File: src/mmea_pkg.sv
// Shared constants, types and codes of the multi-mouse event aggregator.
`default_nettype none

package mmea_pkg;

  localparam int unsigned MAX_DEVICES = 16;
  localparam int unsigned HANDLE_BITS = 32;
  localparam int unsigned MAX_OUT     = 16;

  localparam int unsigned SLOT_W  = (MAX_DEVICES > 1) ? $clog2(MAX_DEVICES) : 1;
  localparam int unsigned CNT_W   = $clog2(MAX_DEVICES + 1);
  localparam int unsigned LIMIT_W = 5;
  localparam int unsigned CMP_W   = (CNT_W > LIMIT_W) ? CNT_W : LIMIT_W;
  localparam int unsigned ID_W    = 5;
  localparam int unsigned OP_W    = 2;
  localparam int unsigned PORT_HANDLE_W = 32;
  localparam int unsigned ACC_W   = 32;
  localparam int unsigned MOVE_W  = 16;
  localparam int unsigned WHEEL_W = 16;
  localparam int unsigned BTN_N   = 5;
  localparam int unsigned FLAG_W  = 11;
  localparam int unsigned WHEEL_FLAG = 10;

  typedef enum logic [OP_W-1:0] {
    OP_EVENT = 2'd0,
    OP_POLL  = 2'd1,
    OP_EMPTY = 2'd2
  } op_e;

  typedef enum logic [3:0] {
    ST_IDLE = 4'b0001,
    ST_LOOK = 4'b0010,
    ST_MOD  = 4'b0100,
    ST_POLL = 4'b1000
  } state_e;

  typedef logic [SLOT_W-1:0]      slot_t;
  typedef logic [CNT_W-1:0]       cnt_t;
  typedef logic [HANDLE_BITS-1:0] handle_t;
  typedef logic [BTN_N-1:0]       btn_t;

  typedef struct packed {
    logic signed [ACC_W-1:0]   acc_x;
    logic signed [ACC_W-1:0]   acc_y;
    logic signed [WHEEL_W-1:0] wheel;
    btn_t                      held;
    btn_t                      press;
    btn_t                      release_b;
  } entry_t;

  typedef struct packed {
    logic  rd_en;
    slot_t rd_addr;
    logic  wr_en;
    slot_t wr_addr;
    logic  clr_frame;
    logic  clr_all;
  } mem_ctrl_t;

  typedef struct packed {
    logic alloc;
    logic clear;
  } dir_ctrl_t;

  typedef struct packed {
    logic  hit;
    logic  full;
    slot_t slot;
    cnt_t  used;
  } dir_stat_t;

endpackage

`default_nettype wire

File: src/mmea_dir.sv
// Device directory: handle registers, fill count and parallel handle lookup.
`default_nettype none

module mmea_dir (
  input  logic                clk_i,
  input  logic                rst_ni,
  input  mmea_pkg::handle_t   key_i,
  input  mmea_pkg::dir_ctrl_t ctrl_i,
  output mmea_pkg::dir_stat_t stat_o
);

  mmea_pkg::handle_t handle_q [mmea_pkg::MAX_DEVICES];
  mmea_pkg::cnt_t    used_q, used_d;
  logic              hit;
  mmea_pkg::slot_t   hit_slot;

  // Lowest matching slot wins; only slots below the fill count are compared.
  always_comb begin
    hit      = 1'b0;
    hit_slot = '0;
    for (int s = mmea_pkg::MAX_DEVICES - 1; s >= 0; s--) begin
      if ((mmea_pkg::CNT_W'(s) < used_q) && (handle_q[s] == key_i)) begin
        hit      = 1'b1;
        hit_slot = mmea_pkg::SLOT_W'(s);
      end
    end
  end

  assign stat_o.hit  = hit;
  assign stat_o.full = (used_q == mmea_pkg::CNT_W'(mmea_pkg::MAX_DEVICES));
  assign stat_o.slot = hit ? hit_slot : used_q[mmea_pkg::SLOT_W-1:0];
  assign stat_o.used = used_q;

  always_comb begin
    used_d = used_q;
    if (ctrl_i.clear) begin
      used_d = '0;
    end else if (ctrl_i.alloc) begin
      used_d = used_q + mmea_pkg::CNT_W'(1);
    end
  end

  always_ff @(posedge clk_i or negedge rst_ni) begin
    if (!rst_ni) begin
      used_q <= '0;
    end else begin
      used_q <= used_d;
    end
  end

  always_ff @(posedge clk_i) begin
    if (ctrl_i.alloc) begin
      handle_q[used_q[mmea_pkg::SLOT_W-1:0]] <= key_i;
    end
  end

endmodule

`default_nettype wire

File: src/mmea_frame_ram.sv
// Per-slot state memory with valid bits that stand in for the cleared values.
`default_nettype none

module mmea_frame_ram (
  input  logic                clk_i,
  input  logic                rst_ni,
  input  mmea_pkg::mem_ctrl_t ctrl_i,
  input  mmea_pkg::entry_t    wdata_i,
  output mmea_pkg::entry_t    rdata_o
);

  mmea_pkg::entry_t                  mem_q [mmea_pkg::MAX_DEVICES];
  mmea_pkg::entry_t                  raw_q;
  logic [mmea_pkg::MAX_DEVICES-1:0]  frame_vld_q;
  logic [mmea_pkg::MAX_DEVICES-1:0]  held_vld_q;
  logic                              frame_rd_q;
  logic                              held_rd_q;

  always_ff @(posedge clk_i) begin
    if (ctrl_i.wr_en) begin
      mem_q[ctrl_i.wr_addr] <= wdata_i;
    end
    if (ctrl_i.rd_en) begin
      raw_q <= mem_q[ctrl_i.rd_addr];
    end
  end

  // Frame bits drop on a poll; held bits survive it and drop only on empty.
  always_ff @(posedge clk_i or negedge rst_ni) begin
    if (!rst_ni) begin
      frame_vld_q <= '0;
      held_vld_q  <= '0;
      frame_rd_q  <= 1'b0;
      held_rd_q   <= 1'b0;
    end else begin
      if (ctrl_i.rd_en) begin
        frame_rd_q <= frame_vld_q[ctrl_i.rd_addr];
        held_rd_q  <= held_vld_q[ctrl_i.rd_addr];
      end
      if (ctrl_i.wr_en) begin
        frame_vld_q[ctrl_i.wr_addr] <= 1'b1;
        held_vld_q[ctrl_i.wr_addr]  <= 1'b1;
      end
      if (ctrl_i.clr_frame || ctrl_i.clr_all) begin
        frame_vld_q <= '0;
      end
      if (ctrl_i.clr_all) begin
        held_vld_q <= '0;
      end
    end
  end

  always_comb begin
    rdata_o = raw_q;
    if (!frame_rd_q) begin
      rdata_o.acc_x     = '0;
      rdata_o.acc_y     = '0;
      rdata_o.wheel     = '0;
      rdata_o.press     = '0;
      rdata_o.release_b = '0;
    end
    if (!held_rd_q) begin
      rdata_o.held = '0;
    end
  end

endmodule

`default_nettype wire

File: src/multi_mouse_event_aggregator_top.sv
// Multi-mouse event aggregator: per-device movement, wheel and button tracking.
//
// Command channel: an item is taken at a rising edge with start high and busy
// low. operation selects a mouse event, a poll or emptying the device table.
// Results leave on the result ports for one cycle each, marked by
// result_strobe_o; the receiver cannot stall them.
// A mouse event gives no result and holds busy after it is taken, through the
// lookup state for the handle lookup and the memory read and the modify state
// for the update write, a read-modify-write on the slot memory.
// A new handle that finds the table full is dropped after the lookup; a
// non-mouse event or an unused operation is dropped with no busy time.
// A poll with nothing to emit gives one empty result, taken at the next edge,
// and no busy time. A poll of n entries holds busy while it issues one memory
// read per entry; each result passes the memory output register and the
// result register, and the last busy cycle clears all per-frame values.
// Emptying the table takes effect at once with no busy time.
// Reset empties the table and zeroes all per-slot values; valid bits stand in
// for the zeroes, so no clearing pass is needed.
`default_nettype none

module multi_mouse_event_aggregator_top (
  input  logic                                clk_i,
  input  logic                                rst_ni,
  input  logic                                start,
  output logic                                busy,
  input  logic [mmea_pkg::OP_W-1:0]           operation_i,
  input  logic                                is_mouse_i,
  input  logic [mmea_pkg::PORT_HANDLE_W-1:0]  device_handle_i,
  input  logic signed [mmea_pkg::MOVE_W-1:0]  move_x_i,
  input  logic signed [mmea_pkg::MOVE_W-1:0]  move_y_i,
  input  logic [mmea_pkg::FLAG_W-1:0]         button_flags_i,
  input  logic signed [mmea_pkg::WHEEL_W-1:0] wheel_data_i,
  input  logic [mmea_pkg::LIMIT_W-1:0]        poll_limit_i,
  output logic                                result_strobe_o,
  output logic                                entry_valid_o,
  output logic [mmea_pkg::ID_W-1:0]           device_id_o,
  output logic signed [mmea_pkg::ACC_W-1:0]   sum_x_o,
  output logic signed [mmea_pkg::ACC_W-1:0]   sum_y_o,
  output logic signed [mmea_pkg::WHEEL_W-1:0] wheel_value_o,
  output logic [mmea_pkg::BTN_N-1:0]          buttons_held_o,
  output logic [mmea_pkg::BTN_N-1:0]          buttons_pressed_o,
  output logic [mmea_pkg::BTN_N-1:0]          buttons_released_o,
  output logic                                last_entry_o
);

  function automatic logic signed [mmea_pkg::ACC_W-1:0] sat_add(
    input logic signed [mmea_pkg::ACC_W-1:0]  acc,
    input logic signed [mmea_pkg::MOVE_W-1:0] mv
  );
    logic [mmea_pkg::ACC_W:0] s;
    s = {acc[mmea_pkg::ACC_W-1], acc} + (mmea_pkg::ACC_W + 1)'(mv);
    if (s[mmea_pkg::ACC_W] != s[mmea_pkg::ACC_W-1]) begin
      return s[mmea_pkg::ACC_W] ? {1'b1, {(mmea_pkg::ACC_W - 1){1'b0}}}
                                : {1'b0, {(mmea_pkg::ACC_W - 1){1'b1}}};
    end
    return s[mmea_pkg::ACC_W-1:0];
  endfunction

  mmea_pkg::state_e    state_q, state_d;
  mmea_pkg::dir_ctrl_t dir_ctrl;
  mmea_pkg::dir_stat_t dir_stat;
  mmea_pkg::mem_ctrl_t mem_ctrl;
  mmea_pkg::entry_t    rdata, wdata;
  logic                accept;

  // Captured item
  mmea_pkg::handle_t                 key_q;
  logic signed [mmea_pkg::MOVE_W-1:0]  mx_q, my_q;
  logic [mmea_pkg::FLAG_W-1:0]       flags_q;
  logic signed [mmea_pkg::WHEEL_W-1:0] wheel_q;

  mmea_pkg::slot_t slot_q, slot_d;
  mmea_pkg::slot_t idx_q, idx_d;
  mmea_pkg::cnt_t  n_q, n_d;
  logic            issued_q, issued_d;
  logic            rd_q, rd_d;
  mmea_pkg::slot_t rd_idx_q, rd_idx_d;
  logic            rd_last_q, rd_last_d;
  logic            last_issue;

  logic [mmea_pkg::CMP_W-1:0] lim_ext, used_ext, cap_ext, poll_n;

  mmea_pkg::btn_t down, up, held_new;

  // Result register
  logic                                stb_q, stb_d;
  logic                                ev_q, ev_d;
  logic [mmea_pkg::ID_W-1:0]           id_q, id_d;
  logic signed [mmea_pkg::ACC_W-1:0]   sx_q, sx_d, sy_q, sy_d;
  logic signed [mmea_pkg::WHEEL_W-1:0] wv_q, wv_d;
  mmea_pkg::btn_t                      bh_q, bh_d, bp_q, bp_d, br_q, br_d;
  logic                                last_q, last_d;

  mmea_dir u_dir (
    .clk_i  (clk_i),
    .rst_ni (rst_ni),
    .key_i  (key_q),
    .ctrl_i (dir_ctrl),
    .stat_o (dir_stat)
  );

  mmea_frame_ram u_ram (
    .clk_i   (clk_i),
    .rst_ni  (rst_ni),
    .ctrl_i  (mem_ctrl),
    .wdata_i (wdata),
    .rdata_o (rdata)
  );

  assign busy   = (state_q != mmea_pkg::ST_IDLE);
  assign accept = start && !busy;

  // Poll count: min(limit, slots used, output capacity)
  always_comb begin
    lim_ext  = mmea_pkg::CMP_W'(poll_limit_i);
    used_ext = mmea_pkg::CMP_W'(dir_stat.used);
    cap_ext  = mmea_pkg::CMP_W'(mmea_pkg::MAX_OUT);
    poll_n   = lim_ext;
    if (used_ext < poll_n) begin
      poll_n = used_ext;
    end
    if (cap_ext < poll_n) begin
      poll_n = cap_ext;
    end
  end

  // Event update: up wins over down.
  always_comb begin
    for (int k = 0; k < mmea_pkg::BTN_N; k++) begin
      down[k] = flags_q[2*k];
      up[k]   = flags_q[2*k+1];
    end
    held_new        = (rdata.held | down) & ~up;
    wdata.acc_x     = sat_add(rdata.acc_x, mx_q);
    wdata.acc_y     = sat_add(rdata.acc_y, my_q);
    wdata.wheel     = flags_q[mmea_pkg::WHEEL_FLAG] ? wheel_q : '0;
    wdata.held      = held_new;
    wdata.press     = held_new & ~rdata.held;
    wdata.release_b = rdata.held & ~held_new;
  end

  assign last_issue = ((mmea_pkg::CNT_W'(idx_q) + mmea_pkg::CNT_W'(1)) == n_q);

  always_comb begin
    state_d   = state_q;
    slot_d    = slot_q;
    idx_d     = idx_q;
    n_d       = n_q;
    issued_d  = issued_q;
    rd_d      = 1'b0;
    rd_idx_d  = rd_idx_q;
    rd_last_d = rd_last_q;
    dir_ctrl  = '0;
    mem_ctrl  = '0;
    stb_d     = 1'b0;
    ev_d      = ev_q;
    id_d      = id_q;
    sx_d      = sx_q;
    sy_d      = sy_q;
    wv_d      = wv_q;
    bh_d      = bh_q;
    bp_d      = bp_q;
    br_d      = br_q;
    last_d    = last_q;

    case (state_q)
      mmea_pkg::ST_IDLE: begin
        if (accept) begin
          case (mmea_pkg::op_e'(operation_i))
            mmea_pkg::OP_EVENT: begin
              if (is_mouse_i) begin
                state_d = mmea_pkg::ST_LOOK;
              end
            end
            mmea_pkg::OP_POLL: begin
              if (poll_n == '0) begin
                // Nothing to emit: one empty item, and the frame is cleared.
                stb_d  = 1'b1;
                ev_d   = 1'b0;
                id_d   = '0;
                sx_d   = '0;
                sy_d   = '0;
                wv_d   = '0;
                bh_d   = '0;
                bp_d   = '0;
                br_d   = '0;
                last_d = 1'b1;
                mem_ctrl.clr_frame = 1'b1;
              end else begin
                n_d      = mmea_pkg::CNT_W'(poll_n);
                idx_d    = '0;
                issued_d = 1'b0;
                state_d  = mmea_pkg::ST_POLL;
              end
            end
            mmea_pkg::OP_EMPTY: begin
              dir_ctrl.clear   = 1'b1;
              mem_ctrl.clr_all = 1'b1;
            end
            default: begin
            end
          endcase
        end
      end

      mmea_pkg::ST_LOOK: begin
        if (dir_stat.hit || !dir_stat.full) begin
          mem_ctrl.rd_en   = 1'b1;
          mem_ctrl.rd_addr = dir_stat.slot;
          dir_ctrl.alloc   = !dir_stat.hit;
          slot_d           = dir_stat.slot;
          state_d          = mmea_pkg::ST_MOD;
        end else begin
          state_d = mmea_pkg::ST_IDLE;
        end
      end

      mmea_pkg::ST_MOD: begin
        mem_ctrl.wr_en   = 1'b1;
        mem_ctrl.wr_addr = slot_q;
        state_d          = mmea_pkg::ST_IDLE;
      end

      mmea_pkg::ST_POLL: begin
        if (!issued_q) begin
          mem_ctrl.rd_en   = 1'b1;
          mem_ctrl.rd_addr = idx_q;
          rd_d             = 1'b1;
          rd_idx_d         = idx_q;
          rd_last_d        = last_issue;
          issued_d         = last_issue;
          idx_d            = idx_q + mmea_pkg::SLOT_W'(1);
        end
        if (rd_q) begin
          stb_d  = 1'b1;
          ev_d   = 1'b1;
          id_d   = mmea_pkg::ID_W'(mmea_pkg::CNT_W'(rd_idx_q) + mmea_pkg::CNT_W'(1));
          sx_d   = rdata.acc_x;
          sy_d   = rdata.acc_y;
          wv_d   = rdata.wheel;
          bh_d   = rdata.held;
          bp_d   = rdata.press;
          br_d   = rdata.release_b;
          last_d = rd_last_q;
          if (rd_last_q) begin
            // All entries read: frame values of every slot go back to zero.
            mem_ctrl.clr_frame = 1'b1;
            state_d            = mmea_pkg::ST_IDLE;
          end
        end
      end

      default: begin
        state_d = mmea_pkg::ST_IDLE;
      end
    endcase
  end

  always_ff @(posedge clk_i or negedge rst_ni) begin
    if (!rst_ni) begin
      state_q  <= mmea_pkg::ST_IDLE;
      issued_q <= 1'b0;
      rd_q     <= 1'b0;
      stb_q    <= 1'b0;
    end else begin
      state_q  <= state_d;
      issued_q <= issued_d;
      rd_q     <= rd_d;
      stb_q    <= stb_d;
    end
  end

  always_ff @(posedge clk_i) begin
    if (accept) begin
      key_q   <= mmea_pkg::HANDLE_BITS'(device_handle_i);
      mx_q    <= move_x_i;
      my_q    <= move_y_i;
      flags_q <= button_flags_i;
      wheel_q <= wheel_data_i;
    end
    slot_q    <= slot_d;
    idx_q     <= idx_d;
    n_q       <= n_d;
    rd_idx_q  <= rd_idx_d;
    rd_last_q <= rd_last_d;
    ev_q      <= ev_d;
    id_q      <= id_d;
    sx_q      <= sx_d;
    sy_q      <= sy_d;
    wv_q      <= wv_d;
    bh_q      <= bh_d;
    bp_q      <= bp_d;
    br_q      <= br_d;
    last_q    <= last_d;
  end

  assign result_strobe_o    = stb_q;
  assign entry_valid_o      = ev_q;
  assign device_id_o        = id_q;
  assign sum_x_o            = sx_q;
  assign sum_y_o            = sy_q;
  assign wheel_value_o      = wv_q;
  assign buttons_held_o     = bh_q;
  assign buttons_pressed_o  = bp_q;
  assign buttons_released_o = br_q;
  assign last_entry_o       = last_q;

endmodule

`default_nettype wire

File: config.mk
export PLATFORM = sky130hd
export DESIGN_NAME = multi_mouse_event_aggregator_top
export DESIGN_NICKNAME = d
export VERILOG_FILES = /design/src/mmea_pkg.sv /design/src/mmea_dir.sv /design/src/mmea_frame_ram.sv /design/src/multi_mouse_event_aggregator_top.sv
export SDC_FILE = /design/constraint.sdc
export NUM_CORES = 2
export LEC_CHECK = 0
export BUFFER_PORTS_ARGS = -buffer_cell sky130_fd_sc_hd__buf_4
export CAP_MARGIN = 20
export CORE_MARGIN = 1.5
export CORE_UTILIZATION = 55
export CTS_CLUSTER_SIZE = 20
export DETAILED_ROUTE_END_ITERATION = 10
export GPL_TIMING_DRIVEN = 0
export PLACE_DENSITY = 0.73
export SYNTH_ARGS = -nofsm -noshare
export SYNTH_HDL_FRONTEND = slang
export SYNTH_SLANG_ARGS = --single-unit
export TNS_END_PERCENT = 30
File: constraint.sdc
create_clock -name clk_i -period 11 [get_ports clk_i]
set_input_delay 3.3 -clock clk_i [delete_from_list [all_inputs] [get_ports clk_i]]
set_output_delay 3.3 -clock clk_i [all_outputs]
set_load 0.03 [all_outputs]
---- Word level (Yosys, flattened, before mapping) ----
Memories as Yosys holds them, arrays and structs flattened. A register that Yosys moved wholly into a read port is not among the register bits.
Index checks and enable logic that the tools add are counted.
storage, ports and cells
  memory bits (read-only) ................. 0
  bits in latches ......................... 0
  word-level logic and storage cells ...... 276
  bits of input ports ..................... 102
  memories ................................ 2
  output and inout port bits .............. 104
  register bits after elaboration ......... 257
  RAM bits ................................ 2032
memories
  name            words  width  read ports  clocked after memory_dff  wr ports  RTL line              source
  u_ram.mem_q     16     95     1           1                         1         mmea_frame_ram.sv:12  mmea_pkg::entry_t mem_q [mmea_pkg::MAX_DEVICES];
  u_dir.handle_q  16     32     16          0                         1         mmea_dir.sv:12        mmea_pkg::handle_t handle_q [mmea_pkg::MAX_DEVICES];
cells by class
  magnitude comparators ................... 21
  bitwise logic cells ..................... 11
  multiply operators ...................... 0
  shift operators ......................... 0
  add/subtract/negate cells ............... 6
  muxes and demuxes ....................... 135
  divide/modulo/power cells ............... 0
  reductions and logical operators ........ 36
  equal/unequal tests ..................... 37
operators by type and width
  operator               number
  $eq A32 B32 Y1         16
  $mux W32               11
  $mux W16               9
  $pmux W32 S2           2
  $mux W4                26
  $mux W80               1
  $mux W5                15
  $add A32 B16 Y33       2
  $mux W1                51
  $pmux W5 S2            5
  $lt A4 B5 Y1 const A   8
  $or A16 B16 Y16        2
  $pmux W16 S2           1
  $lt A3 B5 Y1 const A   4
  $logic_and A1 B1 Y1    18
  $pmux W4 S2            2
  $and A5 B5 Y5          3
  $not A5 Y5             3
  $ne A2 B2 Y1 const B   6
  $pmux W4 S3            1
  $add A4 B1 Y5 const B  2
  $lt A1 B5 Y1 const A   2
  $lt A2 B5 Y1 const A   2
  $lt A4 B5 Y1 const B   2
  35 further kinds       52

---- Longest topological paths before layout ----
An unclocked memory read counts as a cell.
  depth in word-level cells ............... 24
  depth in mapped cells ................... 20
  depth with buffers taken out ............ 16

---- By module ----
Synthesis repeated with hierarchy kept, for this count alone.
unflattened totals
  cells, all modules ...................... 5045
  area, all modules ....................... 97214.5 µm²
modules (own cells, without submodules)
  module                            seq. area each (µm²)  area each (µm²)  cells each  instances
  mmea_frame_ram                    49347.3               61905.6          2428        1
  mmea_dir                          15499.9               23331.1          1599        1
  multi_mouse_event_aggregator_top  6512.5                11977.7          1018        1

---- Worst setup path before layout ----
No wires, ideal clock.
  path type ............................... in2reg
  from .................................... input start
  to ...................................... register bh_q[0] (netlist: buttons_held_o[0]) (enable)
  data required time ...................... 10.295 ns
  setup slack ............................. -2.374 ns
  path buffers ............................ 0
  data arrival time ....................... 12.669 ns
  stages on the path ...................... 4
  library setup time ...................... 0.705 ns
  path through ............................ nand2_1 -> inv_1 -> nand2_1 -> o21ai_0
on the way
  cells in the longest elaborated chain, start to end .. 3
RTL lines
  item                         RTL line                                 source
  start: declaration           multi_mouse_event_aggregator_top.sv:24   input logic start,
  $logic_and A1 B1 Y1          multi_mouse_event_aggregator_top.sv:111  assign accept = start && !busy;
  net accept                   multi_mouse_event_aggregator_top.sv:64   logic accept;
  $ne A2 B2 Y1 (no line)       --
  $reduce_and A5 Y1 (no line)  --
  end signal: assignment       multi_mouse_event_aggregator_top.sv:291  bh_q <= bh_d;
  end: declaration             multi_mouse_event_aggregator_top.sv:91   mmea_pkg::btn_t bh_q, bh_d, bp_q, bp_d, br_q, br_d;
The timed path passes the listed nets, and every way through them passes these cells.
A chain may end at the register's enable or synchronous reset.

==> out/metrics.csv <==
stage,metric,value,unit
run_status,status,"finished, final reports clean",
floorplanning,die_h,427.6,um
floorplanning,core,178800,um^2
floorplanning,start_util,0.5545,
final_layout,post_route_cells_drive_above_1_share,0.1311,
grt,grt_max_degree,66,
detailed_routing,vias,63360,
sta,hold_viol,0,
floorplanning,fp.dieArea,182800,um^2
yosys,synth_nets,7199,
clock_tree,clkSlewWorstSetupHoldPaths,0.06,ns
final_layout,final_cell_mix,"edfxtp_1, nand2_1, nand3_1",
place,io_buffers,205,
grt,grt_usage,0.3083,
final_layout,nFillCells,12650,
detailed_routing,drc,0,
worst_setup_path,crit_chain,"clkbuf_2, clkbuf_1, buf_8, and2_1, ha_1, inv_1, fa_1, nor2b_1, o21ai_0, a21boi_0, o21ai_0, a21oi_1, a211oi_1, o21bai_1, a41oi_1, a211oi_1, o21ba_1, clkbuf_1, nor2_1, clkbuf_1, o21ai_1",
sta,rsz0062_at_grt,no,
yosys,netlist_area,99150,um^2
final_layout,postLayoutCoreUtil,0.6389,
grt,antenna_found_initial,5,
yosys,synth-seq-cells,2384,
worst_setup_path,crit_path_start,u_ram.frame_rd_q,
sta,relSlewSlack,0.1515,
clock_tree,clk_latency,0.89,ns
worst_setup_path,crit_buf_inv,6,
yosys,ys_warn_count,0,
detailed_routing,final_antenna_net_count,0,
place,place_congestion,0.9053,
final_layout,area_delta_synth_final,15.22,%
pwr,power_density,227.0,nW/um^2
job,cap_violations,0,
yosys,synth_edf_count,2338,
yosys,yosys.cell_types.count,90,
floorplanning,die_w,427.6,um
worst_setup_path,endpoint_kind,flop,
clock_tree,clk_path_buf_depth,3,
worst_setup_path,startpoint_type,flop,
sta,fmax,116.6,MHz
grt,grt_pass1_vias,61480,
detailed_routing,wire_per_inst,27.92,um
sta,skew,0.04856,ns
yosys,synth_top_cells_by_area,"edfxtp_1, nand2_1, xnor2_1",
detailed_routing,dr.pass1.iters,6,
pwr,p_leak,40.15,nW
worst_setup_path,cp_slowest_cell,o21ai_1,
worst_setup_path,crit_type,reg2reg,
clock_tree,cts_resized,0,
sta,period_minus_slack,8.574,ns
worst_setup_path,reg2reg_from,u_ram.frame_rd_q,
worst_hold_path,holdCritStartpoint,u_ram.frame_vld_q[9],
grt,grt_pass1_wl,406900,um
detailed_routing,vias_per_cell,6.217,
clock_tree,htree_levels,4,
yosys,async_flop_share,0.01930,
clock_tree,cts_made_buffers,233,
yosys,synthFlopType,edfxtp_1,
worst_setup_path,slowest_delay,1.05,ns
clock_tree,cts_sinks,2384,
sta,maxSlewViolCount,0,
final_layout,post_layout_nonfiller_instances,10190,
yosys,synth_top_area_cell,edfxtp_1,
detailed_routing,wl,284600,um
worst_setup_path,cp_common_cell,clkbuf_1,
sta,totalNegativeSetupSlack,0,ns
worst_setup_path,crit_arrival,9.09,ns
worst_setup_path,critPathRequiredTime,11.52,ns
clock_tree,cts_hold_buf,0,
yosys,synth_top_area_frac,0.7081,
final_layout,nNetsFinal,7809,
worst_setup_path,path_max_fanout,16,
clock_tree,root_buffer,clkbuf_16,
worst_hold_path,hold_path.class,reg2reg,
clock_tree,postCtsSetupBuffers,0,
floorplanning,io_pins,206,
place,dpl.cell_count,9730,
yosys,synthCells,7021,
sta,max_slew.worst_pin.slew,1.273,ns
yosys,ys_seq_area_frac,0.7198,
grt,grt_overflow,0,
clock_tree,tritoncts,yes,
detailed_routing,drtIter0Drc,8627,
sta,finalSetupViolations,0,
floorplanning,fp-row-count,155,
pwr,ir_drop,187.5,uV
final_layout,layout_commonest_cell,edfxtp_1,
place,dp_hpwl,189500,um
worst_setup_path,cpLargestDelayFamily,compound AO/OA/AOI/OAI gates,
yosys,syn_area_per_cell,14.12,um^2
sta,fin_crit_sh,0.7794,
## worst paths after layout
kind | endpoint | slack [ns] | cells past startpoint
max in group asynchronous | u_ram.frame_vld_q[10] | 8.11 | 1
max reg2reg | u_ram.mem_q[3][91] | 2.43 | 21
min | u_ram.frame_vld_q[9] | 0.49 | 1
min in group asynchronous | result_strobe_o | 2.43 | 1
min reg2reg | u_ram.frame_vld_q[9] | 0.49 | 1
max | u_ram.mem_q[3][91] | 2.43 | 21
## routing by layer
metal	vias up	global-route usage	wire [um]	part of all wire
met1	31310	0.4065	105500	0.37
met4	0	0.1729	17980	0.063
li1	27350	-	-	-
met3	745	0.05713	28680	0.10
met5	-	0	0	0
met2	3953	0.4860	132400	0.47
## where the power goes
group / leakage (nW) / internal [mW] / total, mW / switching [mW]
Combinational: 14.7 / 1.58 / 5.90 / 4.33
Sequential: 21.7 / 11.7 / 12.0 / 0.318
Clock: 3.72 / 4.52 / 8.00 / 3.47
## Yosys cell counts, drive strengths merged (10+ instances only)
master and n:
edfxtp 2338, nand2 1418, nand3 615, xnor2 359
mux2i 296, buf 262, xor2 220, nand4 138
nor2 138, clkbuf 122, and3 111, nor4 102
a32oi 98, a21oi 95, o221ai 95, and2 87
ha 74, o21ai 57, dfrtp 45, nor3 39
a21o 38, inv 38, nand2b 28, o21a 25
nor2b 18, nand4b 15, maj3 13, or4 13
a211oi 12, o211ai 10
## cell type report
cell class | count | area, um^2 | share of cell area
Sequential cell | 2384 | 71360 | 0.6247
Multi-Input combinational cell | 4215 | 25810 | 0.2259
Clock buffer | 284 | 6160 | 0.05392
Timing Repair Buffer | 375 | 4227 | 0.03700
Tap cell | 2355 | 2947 | 0.02579
Buffer | 384 | 2082 | 0.01823
Clock inverter | 153 | 1490 | 0.01304
Inverter | 38 | 152.6 | 0.001336
Antenna cell | 4 | 10.01 | 0.00008762
## logic make-up after synthesis
group           synth area share
simple gates              0.1284
flops                     0.7198
xor+xnor                 0.05122
compound gates           0.03630
buf+inv                  0.02239
mux                      0.03091
fa+ha+maj                0.01106
## stage by stage
stage / total power, mW / hold WS [ns] / cell area, um^2 / setup WS, ns
after floorplan: 15.27 / 0.4560 / 99150 / 0.3718
after global placement: 17.52 / 0.4668 / 103600 / -4.948
after detailed placement: 17.86 / 0.4757 / 106400 / 2.440
final: 25.93 / 0.4880 / 114200 / 2.426
after global routing: 26.61 / 0.5056 / 114200 / 2.141
after CTS: 25.74 / 0.4889 / 114000 / 2.363
## sequential cells by signal, summed over array words and instances, names as in the netlist, 5 cells and up
| register | count |
|---|---|
| mx_q | 16 |
| key_q | 32 |
| buttons_pressed_o | 5 |
| n_q | 5 |
| u_dir.handle_q | 512 |
| u_dir.used_q | 5 |
| sum_x_o | 32 |
| buttons_released_o | 5 |
| device_id_o | 5 |
| u_ram.raw_q | 95 |
| u_ram.mem_q | 1520 |
| sum_y_o | 32 |
| u_ram.frame_vld_q | 16 |
| buttons_held_o | 5 |
| wheel_value_o | 16 |
| u_ram.held_vld_q | 16 |
| my_q | 16 |
| flags_q | 11 |
| wheel_q | 16 |
(Power assumes the default switching activity.)
